File: src/rtl/core/dtptb_pkg.sv
`timescale 1ns / 1ps
`default_nettype none
package dtptb_pkg;

   localparam int STACK_DEPTH = 64;
   localparam int STACK_AW    = $clog2(STACK_DEPTH);
   localparam int COUNT_W     = $clog2(STACK_DEPTH + 1);
   localparam int MAX_NODES   = 1024;
   localparam int INDEX_W     = 10;
   localparam int VALUE_W     = 8;
   localparam int FIFO_DEPTH  = 4;
   localparam int FIFO_AW     = $clog2(FIFO_DEPTH);
   localparam int REQ_DATA_W  = 16;
   localparam int RSP_DATA_W  = 56;
   localparam int RSP_FIELD_W = 53;

   typedef enum logic [2:0] {
      OP_CHILD,
      OP_CHILD_PUSH,
      OP_SELF_LINK,
      OP_POP,
      OP_FULL,
      OP_LAST
   } op_type;

   typedef enum logic [1:0] {
      ERR_NONE      = 2'd0,
      ERR_UNDERFLOW = 2'd1,
      ERR_OVERFLOW  = 2'd2,
      ERR_TOO_MANY  = 2'd3
   } err_type;

   typedef struct packed {
      logic [INDEX_W-1:0] index;
      logic [VALUE_W-1:0] value;
      op_type             op;
   } work_type;

   localparam int WORK_W = $bits(work_type);

endpackage
`default_nettype wire

File: src/rtl/core/dual_tag_preorder_tree_builder.sv
`timescale 1ns / 1ps
`default_nettype none
// dual-tag preorder tree builder
// req channel: one transaction per node in preorder, tlast on the final node
//    of a tree. the front stage gives each node the next dense index and
//    classifies it, then hands it to a four-entry queue.
// rsp channel: one transaction per node with its index, value, child link,
//    any right-sibling link that the node settles, an error code and the
//    unterminated flag; tlast marks the end of the tree.
// an accepted req transaction passes through the queue and the output register
//    before rsp_tvalid. throughput is one node per cycle while rsp_tready holds
//    high: the back stage does one push or pop a cycle, with the top of the pending
//    stack in a register and the 64-entry stack ram prefetching the entry below it.
// reset clears the index counter, the stack count, the queue and the
//    output register; the stack ram needs no clearing.
// when the receiver holds rsp_tready low the output register keeps its
//    transaction, the queue fills, and req_tready drops once it is full.
module dual_tag_preorder_tree_builder
   import dtptb_pkg::*;
(
   input  wire logic                  clock,
   input  wire logic                  reset,
   input  wire logic                  req_tvalid,
   output logic                       req_tready,
   // node_value, no_child, no_sibling, zero fill
   input  wire logic [REQ_DATA_W-1:0] req_tdata,
   input  wire logic                  req_tlast,
   output logic                       rsp_tvalid,
   input  wire logic                  rsp_tready,
   // node_index, node_value_out, child_present, child_index, link_valid,
   // link_owner, link_target, error_code, unterminated, zero fill
   output logic [RSP_DATA_W-1:0]      rsp_tdata,
   output logic                       rsp_tlast
);

   logic     front_valid, front_ready;
   work_type front_data;
   logic     back_valid, back_ready;
   work_type back_data;

   dtptb_front u_front (
      .clock      (clock),
      .reset      (reset),
      .req_tvalid (req_tvalid),
      .req_tready (req_tready),
      .req_tdata  (req_tdata),
      .req_tlast  (req_tlast),
      .work_valid (front_valid),
      .work_ready (front_ready),
      .work_data  (front_data)
   );

   dtptb_fifo u_queue (
      .clock    (clock),
      .reset    (reset),
      .wr_valid (front_valid),
      .wr_ready (front_ready),
      .wr_data  (front_data),
      .rd_valid (back_valid),
      .rd_ready (back_ready),
      .rd_data  (back_data)
   );

   dtptb_back u_back (
      .clock      (clock),
      .reset      (reset),
      .work_valid (back_valid),
      .work_ready (back_ready),
      .work_data  (back_data),
      .rsp_tvalid (rsp_tvalid),
      .rsp_tready (rsp_tready),
      .rsp_tdata  (rsp_tdata),
      .rsp_tlast  (rsp_tlast)
   );

endmodule
`default_nettype wire

File: src/rtl/core/dtptb_ram.sv
`timescale 1ns / 1ps
`default_nettype none
module dtptb_ram #(
   parameter int WIDTH = 8,
   parameter int DEPTH = 16
) (
   input  wire logic                     clock,
   input  wire logic                     wr_en,
   input  wire logic [$clog2(DEPTH)-1:0] wr_addr,
   input  wire logic [WIDTH-1:0]         wr_data,
   input  wire logic [$clog2(DEPTH)-1:0] rd_addr,
   output logic      [WIDTH-1:0]         rd_data
);

   logic [WIDTH-1:0] mem_ff [DEPTH];

   always_ff @(posedge clock) begin
      if (wr_en) begin
         mem_ff[wr_addr] <= wr_data;
      end
      rd_data <= mem_ff[rd_addr];
   end

endmodule
`default_nettype wire

File: src/rtl/core/dtptb_fifo.sv
`timescale 1ns / 1ps
`default_nettype none
module dtptb_fifo
   import dtptb_pkg::*;
(
   input  wire logic     clock,
   input  wire logic     reset,
   input  wire logic     wr_valid,
   output logic          wr_ready,
   input  wire work_type wr_data,
   output logic          rd_valid,
   input  wire logic     rd_ready,
   output work_type      rd_data
);

   work_type             mem_ff [FIFO_DEPTH];
   logic [FIFO_AW-1:0]   wr_ptr_ff, wr_ptr_in;
   logic [FIFO_AW-1:0]   rd_ptr_ff, rd_ptr_in;
   logic [FIFO_AW:0]     count_ff, count_in;
   logic                 do_wr, do_rd;

   assign wr_ready = (count_ff != (FIFO_AW + 1)'(FIFO_DEPTH));
   assign rd_valid = (count_ff != '0);
   assign rd_data  = mem_ff[rd_ptr_ff];
   assign do_wr    = wr_valid && wr_ready;
   assign do_rd    = rd_valid && rd_ready;

   always_comb begin
      wr_ptr_in = do_wr ? wr_ptr_ff + 1'b1 : wr_ptr_ff;
      rd_ptr_in = do_rd ? rd_ptr_ff + 1'b1 : rd_ptr_ff;
      count_in  = count_ff;
      if (do_wr && !do_rd) begin
         count_in = count_ff + 1'b1;
      end else if (!do_wr && do_rd) begin
         count_in = count_ff - 1'b1;
      end
   end

   always_ff @(posedge clock) begin
      if (reset) begin
         wr_ptr_ff <= '0;
         rd_ptr_ff <= '0;
         count_ff  <= '0;
      end else begin
         wr_ptr_ff <= wr_ptr_in;
         rd_ptr_ff <= rd_ptr_in;
         count_ff  <= count_in;
      end
   end

   always_ff @(posedge clock) begin
      if (do_wr) begin
         mem_ff[wr_ptr_ff] <= wr_data;
      end
   end

endmodule
`default_nettype wire

File: src/rtl/core/dtptb_front.sv
`timescale 1ns / 1ps
`default_nettype none
module dtptb_front
   import dtptb_pkg::*;
(
   input  wire logic                  clock,
   input  wire logic                  reset,
   input  wire logic                  req_tvalid,
   output logic                       req_tready,
   input  wire logic [REQ_DATA_W-1:0] req_tdata,
   input  wire logic                  req_tlast,
   output logic                       work_valid,
   input  wire logic                  work_ready,
   output work_type                   work_data
);

   logic [INDEX_W-1:0] next_ff, next_in;
   logic               no_child, no_sibling, accept;

   assign no_child   = req_tdata[VALUE_W];
   assign no_sibling = req_tdata[VALUE_W+1];
   assign req_tready = work_ready;
   assign work_valid = req_tvalid;
   assign accept     = req_tvalid && req_tready;

   always_comb begin
      work_data.index = next_ff;
      work_data.value = req_tdata[VALUE_W-1:0];
      next_in         = next_ff;
      if (req_tlast) begin
         work_data.op = OP_LAST;
         next_in      = '0;
      end else if (next_ff == INDEX_W'(MAX_NODES - 1)) begin
         // successor would run past the index space: index holds
         work_data.op = OP_FULL;
      end else begin
         next_in = next_ff + 1'b1;
         if (!no_child) begin
            work_data.op = no_sibling ? OP_CHILD : OP_CHILD_PUSH;
         end else begin
            work_data.op = no_sibling ? OP_POP : OP_SELF_LINK;
         end
      end
   end

   always_ff @(posedge clock) begin
      if (reset) begin
         next_ff <= '0;
      end else if (accept) begin
         next_ff <= next_in;
      end
   end

endmodule
`default_nettype wire

File: src/rtl/core/dtptb_back.sv
`timescale 1ns / 1ps
`default_nettype none
module dtptb_back
   import dtptb_pkg::*;
(
   input  wire logic           clock,
   input  wire logic           reset,
   input  wire logic           work_valid,
   output logic                work_ready,
   input  wire work_type       work_data,
   output logic                rsp_tvalid,
   input  wire logic           rsp_tready,
   output logic [RSP_DATA_W-1:0] rsp_tdata,
   output logic                rsp_tlast
);

   logic [COUNT_W-1:0]    count_ff, count_in;
   logic [INDEX_W-1:0]    top_ff, top_in;
   logic                  rsp_valid_ff, rsp_valid_in;
   logic [RSP_DATA_W-1:0] rsp_data_ff, rsp_data_in;
   logic                  rsp_last_ff, rsp_last_in;
   logic                  take;
   logic                  wr_en;
   logic [STACK_AW-1:0]   wr_addr, rd_addr;
   logic [INDEX_W-1:0]    below_data;
   logic [INDEX_W-1:0]    succ, child_index, link_owner, link_target;
   logic                  child_present, link_valid, unterminated;
   err_type               error_code;

   // the ram always holds the entry under the top register for the next cycle
   dtptb_ram #(
      .WIDTH (INDEX_W),
      .DEPTH (STACK_DEPTH)
   ) u_stack (
      .clock   (clock),
      .wr_en   (wr_en),
      .wr_addr (wr_addr),
      .wr_data (work_data.index),
      .rd_addr (rd_addr),
      .rd_data (below_data)
   );

   assign work_ready = !rsp_valid_ff || rsp_tready;
   assign take       = work_valid && work_ready;
   assign succ       = work_data.index + 1'b1;
   assign wr_addr    = count_ff[STACK_AW-1:0];
   assign rd_addr    = STACK_AW'(count_in - COUNT_W'(2));

   always_comb begin
      count_in      = count_ff;
      top_in        = top_ff;
      wr_en         = 1'b0;
      child_present = 1'b0;
      child_index   = '0;
      link_valid    = 1'b0;
      link_owner    = '0;
      link_target   = '0;
      error_code    = ERR_NONE;
      unterminated  = 1'b0;
      if (take) begin
         case (work_data.op)
            OP_CHILD: begin
               child_present = 1'b1;
               child_index   = succ;
            end
            OP_CHILD_PUSH: begin
               child_present = 1'b1;
               child_index   = succ;
               if (count_ff < COUNT_W'(STACK_DEPTH)) begin
                  wr_en    = 1'b1;
                  top_in   = work_data.index;
                  count_in = count_ff + 1'b1;
               end else begin
                  error_code = ERR_OVERFLOW;
               end
            end
            OP_SELF_LINK: begin
               link_valid  = 1'b1;
               link_owner  = work_data.index;
               link_target = succ;
            end
            OP_POP: begin
               if (count_ff == '0) begin
                  error_code = ERR_UNDERFLOW;
               end else begin
                  link_valid  = 1'b1;
                  link_owner  = top_ff;
                  link_target = succ;
                  top_in      = below_data;
                  count_in    = count_ff - 1'b1;
               end
            end
            OP_FULL: begin
               error_code = ERR_TOO_MANY;
            end
            OP_LAST: begin
               unterminated = (count_ff != '0);
               count_in     = '0;
            end
            default: begin
               error_code = ERR_NONE;
            end
         endcase
      end
   end

   always_comb begin
      rsp_data_in = {{(RSP_DATA_W - RSP_FIELD_W){1'b0}}, unterminated, error_code,
                     link_target, link_owner, link_valid, child_index, child_present,
                     work_data.value, work_data.index};
      rsp_last_in = (work_data.op == OP_LAST);
      if (take) begin
         rsp_valid_in = 1'b1;
      end else if (rsp_tready) begin
         rsp_valid_in = 1'b0;
      end else begin
         rsp_valid_in = rsp_valid_ff;
      end
   end

   always_ff @(posedge clock) begin
      if (reset) begin
         count_ff     <= '0;
         rsp_valid_ff <= 1'b0;
      end else begin
         count_ff     <= count_in;
         rsp_valid_ff <= rsp_valid_in;
      end
   end

   always_ff @(posedge clock) begin
      top_ff <= top_in;
      if (take) begin
         rsp_data_ff <= rsp_data_in;
         rsp_last_ff <= rsp_last_in;
      end
   end

   assign rsp_tvalid = rsp_valid_ff;
   assign rsp_tdata  = rsp_data_ff;
   assign rsp_tlast  = rsp_last_ff;

endmodule
`default_nettype wire

File: config.mk
export PLATFORM = sky130hd
export DESIGN_NAME = dual_tag_preorder_tree_builder
export DESIGN_NICKNAME = d
export VERILOG_FILES = /design/src/rtl/core/dtptb_pkg.sv /design/src/rtl/core/dual_tag_preorder_tree_builder.sv /design/src/rtl/core/dtptb_ram.sv /design/src/rtl/core/dtptb_fifo.sv /design/src/rtl/core/dtptb_front.sv /design/src/rtl/core/dtptb_back.sv
export SDC_FILE = /design/constraint.sdc
export NUM_CORES = 1
export LEC_CHECK = 0
export BUFFER_PORTS_ARGS = -buffer_cell sky130_fd_sc_hd__buf_2
export CAP_MARGIN = 20
export CELL_PAD_IN_SITES_DETAIL_PLACEMENT = 1
export CELL_PAD_IN_SITES_GLOBAL_PLACEMENT = 1
export CORE_AREA = 3 3 243 269
export DETAILED_ROUTE_END_ITERATION = 16
export DIE_AREA = 0 0 246 272
export HOLD_SLACK_MARGIN = 0.1
export PLACE_DENSITY = 0.86
export SLEW_MARGIN = 20
export SYNTH_ARGS = -nofsm -noshare
export SYNTH_HDL_FRONTEND = slang
export SYNTH_SLANG_ARGS = --single-unit
File: constraint.sdc
create_clock -name clock -period 5.26 [get_ports clock]
set_clock_uncertainty 0.1 [all_clocks]
set_input_delay 0.526 -clock clock [delete_from_list [all_inputs] [get_ports clock]]
set_output_delay 0.526 -clock clock [all_outputs]
set_load 0.01 [all_outputs]
==> impl_metrics.py <==
metrics = {
    "logic_synthesis": {
        "ys.flop_type": "edfxtp_1",
        "ys_ff_latch": 825,
        "syn_inst": 2265,
        "synth_area_leader_cell": "edfxtp_1",
        "ys_types": 69,
        "synth_area_leaders": "edfxtp_1 73%, a21oi_1 5.2%, nand2_1 4.1%",
        "yosysMostFrequentCell": "edfxtp_1",
        "synth_edf_count": 788,
        "avgSynthCellArea_um2": 14.4,
        "synth_commonest_cells": "788 x edfxtp_1, 359 x nand2_1, 337 x a21oi_1",
        "yosys_warnings": 0,
        "synthArstFlopShare_pct": 0,
        "yosysSeqAreaShare_pct": 75.1,
        "synth_top_area_share_pct": 72.8,
        "syn_area_um2": 32500,
    },
    "grt": {
        "busiest_layer": "met2",
        "grt_usage_pct": 31.3,
        "use_met2_pct": 52.9,
        "grt_max_degree": 165,
        "antenna_found_initial": 4,
        "grt_pass1_wl_um": 155000,
        "grt_util_met1_pct": 38.5,
        "use_met3_pct": 5.55,
        "grt_pass1_vias": 23100,
        "grt.overflow.total": 0,
    },
    "cts": {
        "h-tree-depth": 3,
        "post_cts_buffers": 0,
        "clk_pin_slew_ps": 70,
        "numCtsBuffers": 80,
        "clk_path_buf_depth": 3,
        "clock_latency_ps": 640,
        "cts_sinks": 825,
        "root_buffer": "clkbuf_16",
        "cts_tree": "done",
    },
    "critical_path": {
        "path_class": "flip-flop to flip-flop",
        "cp_max_fo": 40,
        "crit_top_cell": "buf_4",
        "cp_num_buf_inv": 3,
        "crit_path_end_kind": "flip-flop",
        "required_ps": 5620,
        "cp.arrival_ps": 5470,
        "r2r_slack_ps": 150,
        "start_kind": "flip-flop",
        "crit_family": "compound AO/OA/AOI/OAI gates",
        "max_stage_delay_ps": 770,
        "worstPathCellList": "buf_4 -> mux4_2 -> a221o_1 -> o221ai_2 -> nand2_8 -> inv_4 -> ha_1 -> xor2_2 -> or2_1 -> buf_4 -> a221oi_1 -> o41ai_1 -> nand4_1",
        "critPathSlowestCell": "o41ai_1",
    },
    "route": {
        "dr.pass1.iters": 6,
        "ant_nets": 0,
        "drc": 0,
        "drt-total-wl_um": 105000,
        "drtIter0Drc": 3194,
        "avgRoutedWirePerCell_um": 31.9,
        "viasPerCell": 6.75,
        "vias": 22200,
    },
    "power_and_ir_drop": {
        "ir_drop_mv": 0.381,
        "p_leak_nw": 11.9,
        "power.total_w": 0.0200,
        "switching_power_w": 0.00695,
        "seq_power_share_pct": 43.1,
        "p_int_w": 0.0131,
        "clkPwrFrac_pct": 28.9,
        "power_frac_comb_pct": 27.9,
        "switching_share_pct": 34.7,
        "cellPowerDensity_nw_per_um2": 544,
    },
    "sta": {
        "worst_pin_slew_ps": 1100,
        "slew_headroom_pct": 26.4,
        "hold-worst-slack_ps": 269,
        "slew_violations": 0,
        "finalCritPeriodShare_pct": 97.2,
        "fin_crit_ps": 5110,
        "fmax_mhz": 196,
        "rsz0062_at_grt": "no",
        "hold_viol": 0,
        "setup_viol": 0,
        "setup_tns_ps": 0,
        "fin_ws_ps": 149,
    },
    "finish": {
        "drive_gt1_share_pct": 14.4,
        "area_delta_synth_final_pct": 13.5,
        "final_nets": 2416,
        "final_area_um2": 36900,
    },
    "placed_design": {
        "dp_slack_ps": 219,
        "placed_cell_area_um2": 34200,
        "io_buffers": 70,
        "post-dp-hpwl_um": 57700,
        "place_congestion": 0.861,
    },
    "status": {
        "status": "completed",
    },
    "floorplanning": {
        "die_x_um": 246,
        "start_util_pct": 51.9,
        "die_h_um": 272,
        "dieArea_um2": 66900,
        "rows": 96,
        "ios": 80,
        "coreArea_um2": 62600,
    },
    "min_path": {
        "hp-class": "input port to flip-flop",
    },
    "flow_run": {
        "max_cap_viol_count": 0,
    },
}
==> path summary, 6_finish.rpt <==
path                                          start                   endpoint  depth (start not counted)
worst max-delay path                      flip-flop  u_back.u_stack.rd_data[7]                         13
worst min-delay path                     rsp_tready          u_back.rsp_tvalid                          3
worst max register to register            flip-flop  u_back.u_stack.rd_data[7]                         13
worst min register to register  u_queue.count_ff[2]        u_queue.count_ff[2]                          2
==> per-stage QoR <==
stage	instances	utilization (%)
final	3284	58.9
after global routing	3284	58.9
after CTS	3282	58.9
after detailed placement	3126	54.6
after global placement	3126	54.6
after floorplan	2267	-
==> metal layers <==
| layer | vias up | share of wire (%) |
|---|---|---|
| met4 | 6 | 6.4 |
| met1 | 11200 | 35 |
| met2 | 1639 | 50 |
| met5 | - | 0.038 |
| met3 | 432 | 9.1 |
| li1 | 8924 | - |
==> cells in the final DEF, fill, tap and decap left out, types with 9 or more instances in the layout <==
master and count:
edfxtp_1 788, nand2_1 358, a21oi_1 337, nor2_1 123
buf_4 102, a221oi_1 88, clkbuf_16 81, a22oi_1 75
buf_2 70, o22ai_1 38, dfxtp_1 37, nand3_1 25
clkbuf_1 22, mux4_2 21, o41ai_1 18, clkinv_1 16
inv_1 14, xor2_1 14, or3_1 13, mux2_2 12
nand4_1 11, ha_1 10, clkinv_2 10, buf_12 10
nor3_1 9, or3b_1 9
==> worst register-to-register path: stages (launching register included) <==
cell      delay (ps)
dfxtp_1          470
buf_4            230
mux4_2           730
a221o_1          430
o221ai_2         320
nand2_8          240
inv_4            160
ha_1             330
xor2_2           240
or2_1            130
buf_4            460
a221oi_1         160
o41ai_1          770
nand4_1          170
==> state kept, by name, summed over array words and instances, names as in the netlist, named ones only <==
register	flops
u_back.count_ff	7
u_front.next_ff	10
u_queue.count_ff	3
u_queue.mem_ff	84
u_back.u_stack.mem_ff	640
u_back.rsp_tvalid	1
u_back.rsp_tdata	53
u_back.rsp_tlast	1
u_back.u_stack.rd_data	10
u_queue.rd_ptr_ff	2
u_queue.wr_ptr_ff	2
u_back.top_ff	10
==> repair_timing <==
item / 4_1_cts / 5_1_grt
endpoints found under the hold margin: 32 / 0
setup endpoints to repair: 0 / 9
hold buffers: 8 / 0
resized for setup: 0 / 5
==> cell type report <==
class / count / area [um^2]
fill: 5784 / 25700
sequential: 825 / 24400
multi-input combinational: 1272 / 7410
clock buffer: 106 / 2150
timing repair buffer: 190 / 1400
tap: 833 / 1040
clock inverter: 42 / 423
inverter: 15 / 58.8
antenna: 1 / 2.50
==> logic make-up (layout without fill, tap and decap cells) <==
| kind of cell | count (synthesis) | in the layout | share of synthesized area (%) |
|---|---|---|---|
| AOI/OAI and AO/OA | 596 | 596 | 11.5 |
| buffers and inverters | 170 | 353 | 2.36 |
| xor gates and xnor gates | 23 | 23 | 0.643 |
| and+or+nand+nor | 598 | 598 | 7.84 |
| DFF | 825 | 825 | 75.1 |
| other | 1 | 4 | 0.0115 |
| muxes | 41 | 41 | 2.12 |
| adders and majority gates | 11 | 11 | 0.446 |
==> power by group through the flow <==
| stage | clock network (W) | logic [W] | registers [W] |
|---|---|---|---|
| 6_report | 0.00580 | 0.00560 | 0.00865 |
| 4_1_cts | 0.00580 | 0.00545 | 0.00862 |
| 2_1_floorplan | 0 | 0.00311 | 0.00872 |
| 3_5_place_dp | 0 | 0.00523 | 0.00872 |
| 3_3_place_gp | 0 | 0.00481 | 0.00868 |
| 5_1_grt | 0.00607 | 0.00589 | 0.00865 |
Power figures use the tool's default switching activity.
